===== src/rtl/assert_macros.svh =====
// Assertion macros used by the deframer parser.
`ifndef ASSERT_MACROS_SVH
`define ASSERT_MACROS_SVH

`ifndef SYNTHESIS

// Same-cycle implication, checked while out of reset.
`define WSD_ASSERT_IMP(lbl, ck, rstn, ante, cons) \
  lbl: assert property (@(posedge ck) disable iff (!(rstn)) (ante) |-> (cons)) \
    else $error("deframer assertion failed");

// Next-cycle implication, checked while out of reset.
`define WSD_ASSERT_NEXT(lbl, ck, rstn, ante, cons) \
  lbl: assert property (@(posedge ck) disable iff (!(rstn)) (ante) |=> (cons)) \
    else $error("deframer assertion failed");

`else

`define WSD_ASSERT_IMP(lbl, ck, rstn, ante, cons)
`define WSD_ASSERT_NEXT(lbl, ck, rstn, ante, cons)

`endif

`endif


===== src/rtl/wsd_pkg.sv =====
// Types, codes and helpers shared by the deframer modules.
package wsd_pkg;

  typedef enum logic [2:0] {
    PH_HDR0    = 3'd0,
    PH_HDR1    = 3'd1,
    PH_EXTLEN  = 3'd2,
    PH_MASK    = 3'd3,
    PH_PAYLOAD = 3'd4
  } phase_t;

  typedef enum logic [2:0] {
    KIND_NONE      = 3'd0,
    KIND_MSG_BYTE  = 3'd1,
    KIND_EMPTY_END = 3'd2,
    KIND_CTRL_BYTE = 3'd3,
    KIND_CTRL_END  = 3'd4,
    KIND_TOO_BIG   = 3'd5
  } kind_t;

  typedef struct packed {
    logic        valid;
    kind_t       kind;
    logic [7:0]  data;
    logic [3:0]  opcode;
    logic        last;
    logic [15:0] status;
  } res_t;

  localparam logic [3:0]  OP_CONT  = 4'd0;
  localparam logic [3:0]  OP_CLOSE = 4'd8;
  localparam logic [3:0]  OP_PONG  = 4'd10;

  localparam logic [6:0]  LEN_EXT16 = 7'd126;
  localparam logic [6:0]  LEN_EXT64 = 7'd127;
  localparam logic [3:0]  EXT16_BYTES = 4'd2;
  localparam logic [3:0]  EXT64_BYTES = 4'd8;

  localparam logic [15:0] STATUS_NORMAL  = 16'd1000;
  localparam logic [15:0] STATUS_TOO_BIG = 16'd1009;
  localparam logic [31:0] MAX_MSG_RESET  = 32'd10485760;

  // Close, ping and pong are control frames.
  function automatic logic is_ctrl(input logic [3:0] op);
    return (op >= OP_CLOSE) && (op <= OP_PONG);
  endfunction

endpackage


===== src/rtl/wsd_in_stage.sv =====
// Input register: holds one received byte until the parser takes it.
module wsd_in_stage (
  input  logic       clk,
  input  logic       rst_n,
  input  logic       in_valid,
  input  logic [7:0] in_rx_byte,
  output logic       in_stall,
  input  logic       take,
  output logic       byte_valid,
  output logic [7:0] byte_data
);
  logic       valid_r, valid_nxt;
  logic [7:0] byte_r;
  logic       accept;

  assign in_stall = valid_r && !take;
  assign accept   = in_valid && !in_stall;

  always_comb begin
    if (accept) begin
      valid_nxt = 1'b1;
    end else if (take) begin
      valid_nxt = 1'b0;
    end else begin
      valid_nxt = valid_r;
    end
  end

  always_ff @(posedge clk) begin
    if (!rst_n) begin
      valid_r <= 1'b0;
    end else begin
      valid_r <= valid_nxt;
    end
  end

  always_ff @(posedge clk) begin
    if (accept) begin
      byte_r <= in_rx_byte;
    end
  end

  assign byte_valid = valid_r;
  assign byte_data  = byte_r;
endmodule


===== src/rtl/wsd_parser.sv =====
// Frame parser: header fields, length, mask key, unmasking and result build.
`include "assert_macros.svh"
module wsd_parser (
  input  logic          clk,
  input  logic          rst_n,
  input  logic          cfg_wr_en,
  input  logic [31:0]   cfg_wr_data,
  input  logic          step,
  input  logic [7:0]    rx_byte,
  output wsd_pkg::res_t res
);
  import wsd_pkg::*;

  logic [31:0] max_r;
  phase_t      phase_r, phase_nxt;
  logic        final_r, final_nxt;
  logic [3:0]  opcode_r, opcode_nxt;
  logic        masked_r, masked_nxt;
  logic [3:0]  len_left_r, len_left_nxt;
  logic [63:0] pl_r, pl_nxt;
  logic [31:0] key_r, key_nxt;
  logic [1:0]  midx_r, midx_nxt;
  logic [31:0] frag_r, frag_nxt;
  logic [3:0]  msg_op_r, msg_op_nxt;
  logic [15:0] status_r, status_nxt;
  logic [1:0]  seen_r, seen_nxt;
  logic        closed_r, closed_nxt;

  logic [63:0] pl_hdr;
  logic        len_done;
  logic        go_payload;
  logic        too_big;
  logic [3:0]  msg_op_eff;
  logic [7:0]  key_byte;
  logic [7:0]  ub;
  logic        pl_last;

  // Accumulated fragment length plus this frame against the limit, no overflow.
  assign too_big  = ({33'd0, frag_r} + {1'b0, pl_hdr}) > {33'd0, max_r};
  assign key_byte = masked_r ? key_r[{~midx_r, 3'b000} +: 8] : 8'h00;
  assign ub       = rx_byte ^ key_byte;
  assign pl_last  = (pl_r == 64'd1);
  assign msg_op_eff = (opcode_r != OP_CONT) ? opcode_r : msg_op_r;

  always_comb begin
    phase_nxt    = phase_r;
    final_nxt    = final_r;
    opcode_nxt   = opcode_r;
    masked_nxt   = masked_r;
    len_left_nxt = len_left_r;
    pl_nxt       = pl_r;
    key_nxt      = key_r;
    midx_nxt     = midx_r;
    frag_nxt     = frag_r;
    msg_op_nxt   = msg_op_r;
    status_nxt   = status_r;
    seen_nxt     = seen_r;
    closed_nxt   = closed_r;
    pl_hdr       = pl_r;
    len_done     = 1'b0;
    go_payload   = 1'b0;
    res          = '0;
    res.kind     = KIND_NONE;

    if (step && !closed_r) begin
      unique case (phase_r)
        PH_HDR0: begin
          final_nxt  = rx_byte[7];
          opcode_nxt = rx_byte[3:0];
          phase_nxt  = PH_HDR1;
        end
        PH_HDR1: begin
          masked_nxt = rx_byte[7];
          if (rx_byte[6:0] == LEN_EXT16) begin
            pl_nxt       = '0;
            len_left_nxt = EXT16_BYTES;
            phase_nxt    = PH_EXTLEN;
          end else if (rx_byte[6:0] == LEN_EXT64) begin
            pl_nxt       = '0;
            len_left_nxt = EXT64_BYTES;
            phase_nxt    = PH_EXTLEN;
          end else begin
            pl_hdr   = {57'd0, rx_byte[6:0]};
            pl_nxt   = pl_hdr;
            len_done = 1'b1;
          end
        end
        PH_EXTLEN: begin
          pl_hdr = {pl_r[55:0], rx_byte};
          pl_nxt = pl_hdr;
          if (len_left_r != 4'd0) begin
            len_left_nxt = len_left_r - 4'd1;
          end
          len_done = (len_left_nxt == 4'd0);
        end
        PH_MASK: begin
          key_nxt  = {key_r[23:0], rx_byte};
          midx_nxt = midx_r + 2'd1;
          go_payload = (midx_nxt == 2'd0);
        end
        PH_PAYLOAD: begin
          if (pl_r == 64'd0) begin
            phase_nxt = PH_HDR0;
          end else begin
            midx_nxt = midx_r + 2'd1;
            pl_nxt   = pl_r - 64'd1;
            res.valid = 1'b1;
            res.data  = ub;
            if (is_ctrl(opcode_r)) begin
              if (opcode_r == OP_CLOSE) begin
                if (seen_r == 2'd0) begin
                  if (pl_r >= 64'd2) begin
                    status_nxt = {ub, 8'h00};
                  end
                  seen_nxt = 2'd1;
                end else if (seen_r == 2'd1) begin
                  status_nxt = status_r | {8'h00, ub};
                  seen_nxt   = 2'd2;
                end
              end
              res.kind   = KIND_CTRL_BYTE;
              res.opcode = opcode_r;
              res.last   = pl_last;
              if (pl_last) begin
                phase_nxt = PH_HDR0;
                if (opcode_r == OP_CLOSE) begin
                  closed_nxt = 1'b1;
                  res.status = status_nxt;
                end
              end
            end else begin
              res.kind   = KIND_MSG_BYTE;
              res.opcode = msg_op_r;
              res.last   = pl_last && final_r;
              if (pl_last) begin
                phase_nxt = PH_HDR0;
                if (final_r) begin
                  msg_op_nxt = OP_CONT;
                end
              end
            end
          end
        end
        default: begin
          phase_nxt = PH_HDR0;
        end
      endcase

      // Length known: fetch the mask key or start the payload.
      if (len_done) begin
        if (masked_nxt) begin
          midx_nxt  = 2'd0;
          key_nxt   = '0;
          phase_nxt = PH_MASK;
        end else begin
          go_payload = 1'b1;
        end
      end

      // Header complete: decide what the frame means.
      if (go_payload) begin
        phase_nxt = PH_PAYLOAD;
        if (is_ctrl(opcode_r)) begin
          if (opcode_r == OP_CLOSE) begin
            status_nxt = STATUS_NORMAL;
            seen_nxt   = 2'd0;
          end
          if (pl_hdr == 64'd0) begin
            phase_nxt  = PH_HDR0;
            res.valid  = 1'b1;
            res.kind   = KIND_CTRL_END;
            res.opcode = opcode_r;
            res.last   = 1'b1;
            if (opcode_r == OP_CLOSE) begin
              closed_nxt = 1'b1;
              res.status = STATUS_NORMAL;
            end
          end
        end else begin
          msg_op_nxt = msg_op_eff;
          if (!final_r) begin
            if (too_big) begin
              closed_nxt = 1'b1;
              phase_nxt  = PH_HDR0;
              res.valid  = 1'b1;
              res.kind   = KIND_TOO_BIG;
              res.opcode = msg_op_eff;
              res.status = STATUS_TOO_BIG;
            end else begin
              frag_nxt = frag_r + pl_hdr[31:0];
              if (pl_hdr == 64'd0) begin
                phase_nxt = PH_HDR0;
              end
            end
          end else begin
            frag_nxt = '0;
            if (pl_hdr == 64'd0) begin
              phase_nxt  = PH_HDR0;
              msg_op_nxt = OP_CONT;
              res.valid  = 1'b1;
              res.kind   = KIND_EMPTY_END;
              res.opcode = msg_op_eff;
              res.last   = 1'b1;
            end
          end
        end
      end
    end
  end

  always_ff @(posedge clk) begin
    if (!rst_n) begin
      max_r      <= MAX_MSG_RESET;
      phase_r    <= PH_HDR0;
      final_r    <= 1'b0;
      opcode_r   <= OP_CONT;
      masked_r   <= 1'b0;
      len_left_r <= '0;
      pl_r       <= '0;
      key_r      <= '0;
      midx_r     <= '0;
      frag_r     <= '0;
      msg_op_r   <= OP_CONT;
      status_r   <= STATUS_NORMAL;
      seen_r     <= '0;
      closed_r   <= 1'b0;
    end else begin
      if (cfg_wr_en) begin
        max_r <= cfg_wr_data;
      end
      phase_r    <= phase_nxt;
      final_r    <= final_nxt;
      opcode_r   <= opcode_nxt;
      masked_r   <= masked_nxt;
      len_left_r <= len_left_nxt;
      pl_r       <= pl_nxt;
      key_r      <= key_nxt;
      midx_r     <= midx_nxt;
      frag_r     <= frag_nxt;
      msg_op_r   <= msg_op_nxt;
      status_r   <= status_nxt;
      seen_r     <= seen_nxt;
      closed_r   <= closed_nxt;
    end
  end

  `WSD_ASSERT_NEXT(a_closed_sticks, clk, rst_n, closed_r, closed_r)
  `WSD_ASSERT_IMP(a_closed_silent, clk, rst_n, closed_r, !res.valid)
  `WSD_ASSERT_NEXT(a_too_big_closes, clk, rst_n, step && res.valid && (res.kind == KIND_TOO_BIG), closed_r)
  `WSD_ASSERT_IMP(a_end_to_header, clk, rst_n, step && res.valid && (res.kind == KIND_CTRL_END || res.kind == KIND_EMPTY_END), phase_nxt == PH_HDR0)
endmodule


===== src/rtl/wsd_out_stage.sv =====
// Result register: holds one result until the receiver takes it.
module wsd_out_stage (
  input  logic          clk,
  input  logic          rst_n,
  input  logic          step,
  input  wsd_pkg::res_t res,
  input  logic          out_stall,
  output logic          out_free,
  output wsd_pkg::res_t res_q
);
  import wsd_pkg::*;

  logic valid_r, valid_nxt;
  res_t res_r;
  logic load;

  assign out_free = !valid_r || !out_stall;
  assign load     = out_free && step && res.valid;

  always_comb begin
    if (out_free) begin
      valid_nxt = load;
    end else begin
      valid_nxt = valid_r;
    end
  end

  always_ff @(posedge clk) begin
    if (!rst_n) begin
      valid_r <= 1'b0;
    end else begin
      valid_r <= valid_nxt;
    end
  end

  always_ff @(posedge clk) begin
    if (load) begin
      res_r <= res;
    end
  end

  always_comb begin
    res_q       = res_r;
    res_q.valid = valid_r;
  end
endmodule


===== src/rtl/websocket_frame_deframer.sv =====
// Top level of the streaming WebSocket frame deframer.
//
// Usage: received bytes enter on in_valid/in_rx_byte; an item is taken at a
// clock edge where in_valid is high and in_stall is low. Each byte advances
// the header parser (FIN/opcode, length, optional 16/64-bit extension,
// optional mask key) or is unmasked as a payload byte. Results leave on
// out_valid with kind, data_byte, msg_opcode, msg_last and close_status and
// are taken where out_valid is high and out_stall is low. Header bytes give
// no result, except an end item for some empty frames and the too-big error
// item; payload bytes give one each. A result passes the input register,
// then the result register, before out_valid rises. Throughput: one byte per
// cycle while out_stall is low, set by the single parser step.
// Stall: while the result register holds an item and out_stall is high, the
// parser holds and in_stall rises once the input register is full too.
// Reset (rst_n low, synchronous): both registers empty, parser back to the
// first header byte, size limit back to 10485760. cfg_wr_en writes the limit;
// write it only while the block is idle. After a close frame or a too-big
// error every further byte is dropped until reset.
module websocket_frame_deframer (
  input  logic        clk,
  input  logic        rst_n,
  input  logic        cfg_wr_en,
  input  logic [31:0] cfg_wr_data,
  input  logic        in_valid,
  input  logic [7:0]  in_rx_byte,
  output logic        in_stall,
  output logic        out_valid,
  input  logic        out_stall,
  output logic [2:0]  out_kind,
  output logic [7:0]  out_data_byte,
  output logic [3:0]  out_msg_opcode,
  output logic        out_msg_last,
  output logic [15:0] out_close_status
);
  import wsd_pkg::*;

  logic       byte_valid;
  logic [7:0] byte_data;
  logic       out_free;
  logic       step;
  res_t       res;
  res_t       res_q;

  // Advance the parser whenever a byte waits and the result slot can take it.
  assign step = byte_valid && out_free;

  wsd_in_stage u_in (
    .clk        (clk),
    .rst_n      (rst_n),
    .in_valid   (in_valid),
    .in_rx_byte (in_rx_byte),
    .in_stall   (in_stall),
    .take       (step),
    .byte_valid (byte_valid),
    .byte_data  (byte_data)
  );

  wsd_parser u_parser (
    .clk         (clk),
    .rst_n       (rst_n),
    .cfg_wr_en   (cfg_wr_en),
    .cfg_wr_data (cfg_wr_data),
    .step        (step),
    .rx_byte     (byte_data),
    .res         (res)
  );

  wsd_out_stage u_out (
    .clk       (clk),
    .rst_n     (rst_n),
    .step      (step),
    .res       (res),
    .out_stall (out_stall),
    .out_free  (out_free),
    .res_q     (res_q)
  );

  // Drive the result ports from the result register.
  assign out_valid        = res_q.valid;
  assign out_kind         = res_q.kind;
  assign out_data_byte    = res_q.data;
  assign out_msg_opcode   = res_q.opcode;
  assign out_msg_last     = res_q.last;
  assign out_close_status = res_q.status;
endmodule


===== config.mk =====
export PLATFORM = sky130hd
export DESIGN_NAME = websocket_frame_deframer
export DESIGN_NICKNAME = d
export VERILOG_FILES = /design/src/rtl/wsd_pkg.sv /design/src/rtl/wsd_in_stage.sv /design/src/rtl/wsd_parser.sv /design/src/rtl/wsd_out_stage.sv /design/src/rtl/websocket_frame_deframer.sv
export VERILOG_INCLUDE_DIRS = /design/src /design/src/rtl
export SDC_FILE = /design/constraint.sdc
export NUM_CORES = 1
export LEC_CHECK = 0
export BUFFER_PORTS_ARGS = -buffer_cell sky130_fd_sc_hd__buf_2
export CAP_MARGIN = 40
export CORE_MARGIN = 2
export CORE_UTILIZATION = 30
export DETAILED_ROUTE_END_ITERATION = 10
export GPL_TIMING_DRIVEN = 0
export PLACE_DENSITY = 0.46
export SKIP_LAST_GASP = 1
export SLEW_MARGIN = 0
export SYNTH_ARGS = -nofsm -noshare
export SYNTH_HDL_FRONTEND = slang
export SYNTH_SLANG_ARGS = --single-unit

===== constraint.sdc =====
create_clock -name clk -period 9.5 [get_ports clk]
set_input_delay 0.95 -clock clk [delete_from_list [all_inputs] [get_ports clk]]
set_output_delay 0.95 -clock clk [all_outputs]
set_load 0.01 [all_outputs]

Word-level counts from Yosys, hierarchy flattened

Index checks and enable logic that the tools add are counted.

Logic and storage cells: 194
Bits of input ports: 45
Output and inout bits: 34
Bits in latches: 0
Memories kept: 0
RAM bits: 0
Memory bits (read-only): 0
Flip-flop bits (word level): 240

Shift-type cells: 1
Order comparisons: 4
Bitwise logic cells: 6
Div/mod/pow operators: 0
Muxes and demuxes: 113
$mul: 0
Equal/unequal tests: 12
Add/subtract/negate cells: 5
Reductions and logical operators: 31

Operators by type and width:

| operator                                              | number |
|---|---|
| 2-to-1 mux 64 bit                                     | 6 |
| 2-to-1 mux 16 bit                                     | 16 |
| one-hot mux 64 bit (3 select lines)                   | 1 |
| 2-to-1 mux 32 bit                                     | 5 |
| logical NOT 64 bit                                    | 2 |
| one-hot mux 64 bit (2 select lines)                   | 1 |
| 2-to-1 mux 33 bit                                     | 3 |
| 2-to-1 mux 4 bit                                      | 23 |
| adder 32 x 64 -> 65 bit                               | 1 |
| > comparator 65 x 32 -> 1 bit                         | 1 |
| == test 64 x 1 -> 1 bit (second input constant)       | 1 |
| >= comparator 64 x 2 -> 1 bit (second input constant) | 1 |
| subtractor 64 x 1 -> 64 bit (second input constant)   | 1 |
| 2-to-1 mux 21 bit                                     | 3 |
| 2-to-1 mux 3 bit                                      | 11 |
| adder 32 bit                                          | 1 |
| indexed part select 32 x 6 -> 8 bit                   | 1 |
| 2-to-1 mux 2 bit                                      | 13 |
| 2-to-1 mux 1 bit                                      | 23 |
| bitwise OR 16 x 8 -> 16 bit                           | 1 |
| == test 7 bit (second input constant)                 | 2 |
| one-hot mux 3 bit (4 select lines)                    | 1 |
| 2-to-1 mux 5 bit                                      | 2 |
| logical AND 1 bit                                     | 8 |
| 33 further kinds                                      | 44 |

Logic depth before layout (Yosys ltp)

Depth in word-level cells: 19
Mapped depth: 41
Mapped depth without buffers: 35

Hierarchy

A second synthesis with hierarchy kept.

Cell total of the unflattened synthesis: 2363
Area, all modules: 17946.0 um2

By module, submodules not included:

| module                   | area each (um2) | seq. area each (um2) | times used | cells an instance |
|---|---|---|---|---|
| wsd_parser               | 16637.2         | 3963.8               | 1          | 2312 |
| wsd_out_stage            | 1014.7          | 980.9                | 1          | 38 |
| wsd_in_stage             | 287.8           | 260.2                | 1          | 12 |
| websocket_frame_deframer | 6.3             | 0.0                  | 1          | 1 |

Worst setup path before layout

No wires, ideal clock.

Path type: register -> register
Start: register u_in.byte_r[2] (netlist: u_in.byte_data[2])
End: register u_out.res_r (netlist bit u_out.res_q[0]) (enable)
Path buffers: 5
Arrival time: 7.860 ns
Required time: 9.022 ns
Stages on the path, launching flop included: 40
Setup slack: 1.162 ns
Period minus slack after synthesis: 8.338 ns
Setup time: 0.478 ns
Cell sequence: edfxtp_1 buf_2 nand2_1 nor3_2 buf_2 buf_2 nand2b_1 nand2_1 clkbuf_1 nand2_1 o21ai_0 nand2_1 o21ai_0 ha_1 fa_1 a211o_1 o211ai_1 a211o_1 (+4 left out) o31ai_1 o21ai_0 nand2b_1 a21oi_1 xnor2_1 ha_1 a21o_1 a21oi_1 o211ai_1 or4b_2 a22oi_1 nand4b_1 nor4_1 nand4_1 a2111o_1 clkbuf_1 o211ai_1 nand2_1

Longest elaborated chain between the ends: 14
Elaborated cells on any way between the ends: 24
Those cells by class: add/sub (1); order compare (1); eq/ne (2); mux (18); reduce/logical (2)

Ends and longest elaborated chain:

| element                             | line                | RTL |
|---|---|---|
| from (decl)                         | wsd_in_stage.sv:13  | `logic [7:0] byte_r;` |
| from (signal assigned)              | wsd_in_stage.sv:39  | `byte_r <= in_rx_byte;` |
| == test 7 bit                       | wsd_parser.sv:78    | `end else if (rx_byte[6:0] == LEN_EXT64) begin` |
| 2-to-1 mux 64 bit                   | wsd_parser.sv:78    |  |
| 2-to-1 mux 64 bit                   | wsd_parser.sv:74    | `if (rx_byte[6:0] == LEN_EXT16) begin` |
| one-hot mux 64 bit (2 select lines) | wsd_parser.sv:66    | `unique case (phase_r)` |
| 2-to-1 mux 64 bit (2 in a row)      | wsd_parser.sv:65    | `if (step && !closed_r) begin` |
| adder 32 x 64 -> 65 bit             | wsd_parser.sv:39    | `assign too_big = ({33'd0, frag_r} + {1'b0, pl_hdr}) > {33'd0, max_r};` |
| > comparator 65 x 32 -> 1 bit       | wsd_parser.sv:39    |  |
| 2-to-1 mux 4 bit                    | wsd_parser.sv:182   | `if (too_big) begin` |
| 2-to-1 mux 4 bit                    | wsd_parser.sv:181   | `if (!final_r) begin` |
| 2-to-1 mux 4 bit                    | wsd_parser.sv:163   | `if (is_ctrl(opcode_r)) begin` |
| 2-to-1 mux 4 bit (*)                | wsd_parser.sv:161   | `if (go_payload) begin` |
| 2-to-1 mux 33 bit (*)               | wsd_parser.sv:65    |  |
| logical AND 1 bit (*)               | wsd_out_stage.sv:18 | `assign load = out_free && step && res.valid;` |
| named net u_out.load                | wsd_out_stage.sv:15 | `logic load;` |
| to (signal assigned)                | wsd_out_stage.sv:38 | `res_r <= res;` |
| to (decl)                           | wsd_out_stage.sv:14 | `res_t res_r;` |

Mark *: on every way through the listed nets, which the timed path passes. The rest lies on a longest branch. The select of a mux whose other input is x is not followed.
A chain may end at the register's enable or synchronous reset.

Final worst setup path

Start: register u_in.byte_r[1] (netlist: u_in.byte_data[1])
End: register u_out.res_r (netlist bit u_out.res_q[2]) (enable)

The elaborated chain is that of the path after synthesis.

==> results.sh <==
export IMPL_outcome="complete, no violations"
export IMPL_hold_slack_ns=0.491
export IMPL_met2WireLength_um=32700
export IMPL_cts_tree="done"
export IMPL_clock_latency_ns=0.61
export IMPL_crit_fanout=21
export IMPL_drv_slew=0
export IMPL_pre_cts_slack_ns=-1.87
export IMPL_synthTopCellsByArea="dfxtp_1 (23%), ha_1 (7.4%), edfxtp_1 (6.8%)"
export IMPL_port_buffers=76
export IMPL_core_region_area_um2=58700
export IMPL_antenna_left=0
export IMPL_wl_met1_um=33400
export IMPL_synth_cell_type_count=85
export IMPL_maxCapViolations=0
export IMPL_powerDensity_nw_per_um2=134
export IMPL_layout_cells_most_common="nor2_1"
export IMPL_dp_hpwl_um=56000
export IMPL_dieHeight_um=247
export IMPL_rsz0062_at_grt="false"
export IMPL_p_leak_uw=0.00845
export IMPL_crit_buf_inv=5
export IMPL_postCtsHoldBufs=0
export IMPL_end_kind="register"
export IMPL_slew_limit_headroom=0.369
export IMPL_dr_max_layer_used="met5"
export IMPL_num_vias=18500
export IMPL_nFillCells=6214
export IMPL_grt_overflow_total=0
export IMPL_die_area_um2=61000
export IMPL_antenna_found_initial=0
export IMPL_clk_pin_slew_ns=0.06
export IMPL_drive_gt1_frac=0.0947
export IMPL_drt_wirelength_per_cell_um=22.7
export IMPL_gp_congestion=0.938
export IMPL_first_iter_violations=1800
export IMPL_dp_cells=3188
export IMPL_ys_seq_area_frac=0.294
export IMPL_dr_pass1_iters=6
export IMPL_root_buffer="clkbuf_16"
export IMPL_finalPower_uw=2750
export IMPL_synth_fp_nets=2476
export IMPL_async_flop_share=0
export IMPL_track_usage=0.236
export IMPL_setup_viol=0
export IMPL_vdd_drop_max_mv=0.113
export IMPL_die_width_um=247
export IMPL_ios=79
export IMPL_drt_total_wl_um=73800
export IMPL_numCtsBuffers=31
export IMPL_grt_max_degree=22
export IMPL_hp_class="reg2reg"
export IMPL_num_rows=89
export IMPL_diodes=0
export IMPL_cts_sinks=240
export IMPL_synth_edf_count=40
export IMPL_timing_final_hold_violations=0
export IMPL_tightestPinTransition_ns=0.945
export IMPL_cts_buffer_depth=3
export IMPL_cp_start_kind="register"
export IMPL_synth_warnings=0
export IMPL_crit_path_top_delay_cell="or4b_4"
export IMPL_routed_via_density=5.67
export IMPL_finalCritPeriodShare=0.954
export IMPL_netlist_area_leader_share=0.226
export IMPL_grt_first_pass_wirelength_um=110000
export IMPL_synth_area_um2=17700
export IMPL_nNetsFinal=2610
export IMPL_layout_min_cycle_time_ns=9.06
export IMPL_path_delay_family="compound AO/OA/AOI/OAI gates"
export IMPL_utilization=0.350
export IMPL_layout_area_overhead_vs_synth_pct=15.9
export IMPL_critical_path_class="reg2reg"
export IMPL_synth_top_area_cell="dfxtp_1"
export IMPL_wl_met3_um=4810
export IMPL_required_ns=9.86
export IMPL_grt_pass1_vias=17800
export IMPL_layout_common_cells="nor2_1 (289), nand2_1 (278), dfxtp_1 (200), a21oi_1 (189), o21ai_0 (149)"
export IMPL_skew_ns=0.0154
export IMPL_ys_ff_latch=240
export IMPL_ys_flop_type="dfxtp_1"
export IMPL_drc_errors=0
export IMPL_layout_cells_non_filler=3255
export IMPL_fmax_mhz=110
export IMPL_crit_top_cell="o211ai_1"
export IMPL_synth_area_per_cell_um2=7.61
export IMPL_postSynthCellCount=2325
export IMPL_worst_slack_ns=0.440
export IMPL_htree_num_levels=1
export IMPL_start_util=0.302
export IMPL_worstPathArrival_ns=9.42
export IMPL_max_stage_delay_ns=0.61
-- cell usage after synthesis, types with 40 or more instances --
master    count
nor3_1       61
a21oi_1     190
mux2i_1      70
nor2_1      289
ha_1        104
clkbuf_1    136
edfxtp_1     40
xnor2_1      44
a22oi_1      77
nand3_1      47
o21ai_0     150
dfxtp_1     200
nand2_1     280
a21o_1       45
inv_1        84
-- registers in the layout (all words and copies together) (netlist names) --
signal and flops:
u_parser.seen_r 2, u_parser.opcode_r 4, u_in.byte_data 8, u_parser.closed_r 1, u_out.res_q 32, u_parser.len_left_r 4
u_parser.msg_op_r 4, u_parser.pl_r 64, u_parser.masked_r 1, u_out.valid_r 1, u_in.byte_valid 1, u_parser.max_r 32
u_parser.status_r 16, u_parser.key_r 32, u_parser.midx_r 2, u_parser.final_r 1, u_parser.phase_r 3, u_parser.frag_r 32
-- per-stage QoR --
stage	TNS, ns	instance area, um^2
final	0	20500
after floorplan	0	17700
after global placement	-114.11	19100
after CTS	0	20400
after global routing	0	20500
after detailed placement	-107.88	19200
-- final cells by class --
| class | count | area [um^2] | area share |
|---|---|---|---|
| timing repair buffer | 102 | 633 | 0.0308 |
| sequential | 240 | 5200 | 0.254 |
| buffer | 157 | 674 | 0.0329 |
| inverter | 84 | 315 | 0.0154 |
| clock buffer | 37 | 818 | 0.0399 |
| multi-input combinational | 1843 | 11600 | 0.567 |
| tap | 773 | 967 | 0.0471 |
| clock inverter | 19 | 282 | 0.0137 |
-- kinds of logic after synthesis --
| kind of cell | after synthesis | share of synthesized area |
|---|---|---|
| flip-flops | 240 | 0.294 |
| AND/OR/NAND/NOR | 860 | 0.222 |
| buffers and inverters | 242 | 0.0542 |
| adder cells (fa/ha/maj) | 106 | 0.0758 |
| AO/OA/AOI/OAI | 713 | 0.261 |
| multiplexers | 88 | 0.0561 |
| XOR/XNOR | 76 | 0.0376 |
-- worst min-delay path: cells and delay by family (launching register included) --
kind / cells / cell delay [ns]
flops: 1 / 0.33
mux: 1 / 0.06
simple gates: 1 / 0.06
-- routing by layer --
layer | global-route usage | vias to the layer above
met2 | 0.375 | 729
li1 | - | 8744
met1 | 0.321 | 8824
met4 | 0.0911 | 2
met3 | 0.0338 | 157
met5 | 0.0106 | -
-- path summary, 6_finish.rpt --
| path | from | to | slack [ns] | cells after the start |
|---|---|---|---|---|
| min | u_parser.frag_r[16] | u_parser.frag_r[16] | 0.49 | 2 |
| max reg2reg | u_in.byte_data[1] | u_out.res_q[2] | 0.44 | 39 |
| min reg2reg | u_parser.frag_r[16] | u_parser.frag_r[16] | 0.49 | 2 |
| max | u_in.byte_data[1] | u_out.res_q[2] | 0.44 | 39 |
-- what timing repair did --
| item | 4_1_cts | 5_1_grt |
|---|---|---|
| resized for setup | 16 | 23 |
| setup buffers | 6 | 5 |
| hold endpoints to repair | 0 | 0 |
| pin swaps | 4 | 5 |
| endpoints found under the setup margin | 80 | 80 |
-- power by group --
| group | internal (uW) | switching, uW | total, uW |
|---|---|---|---|
| sequential | 1050 | 12.4 | 1060 |
| clock | 780 | 510 | 1290 |
| combinational | 123 | 280 | 403 |
| total | 1950 | 802 | 2750 |
(Power assumes the default switching activity.)
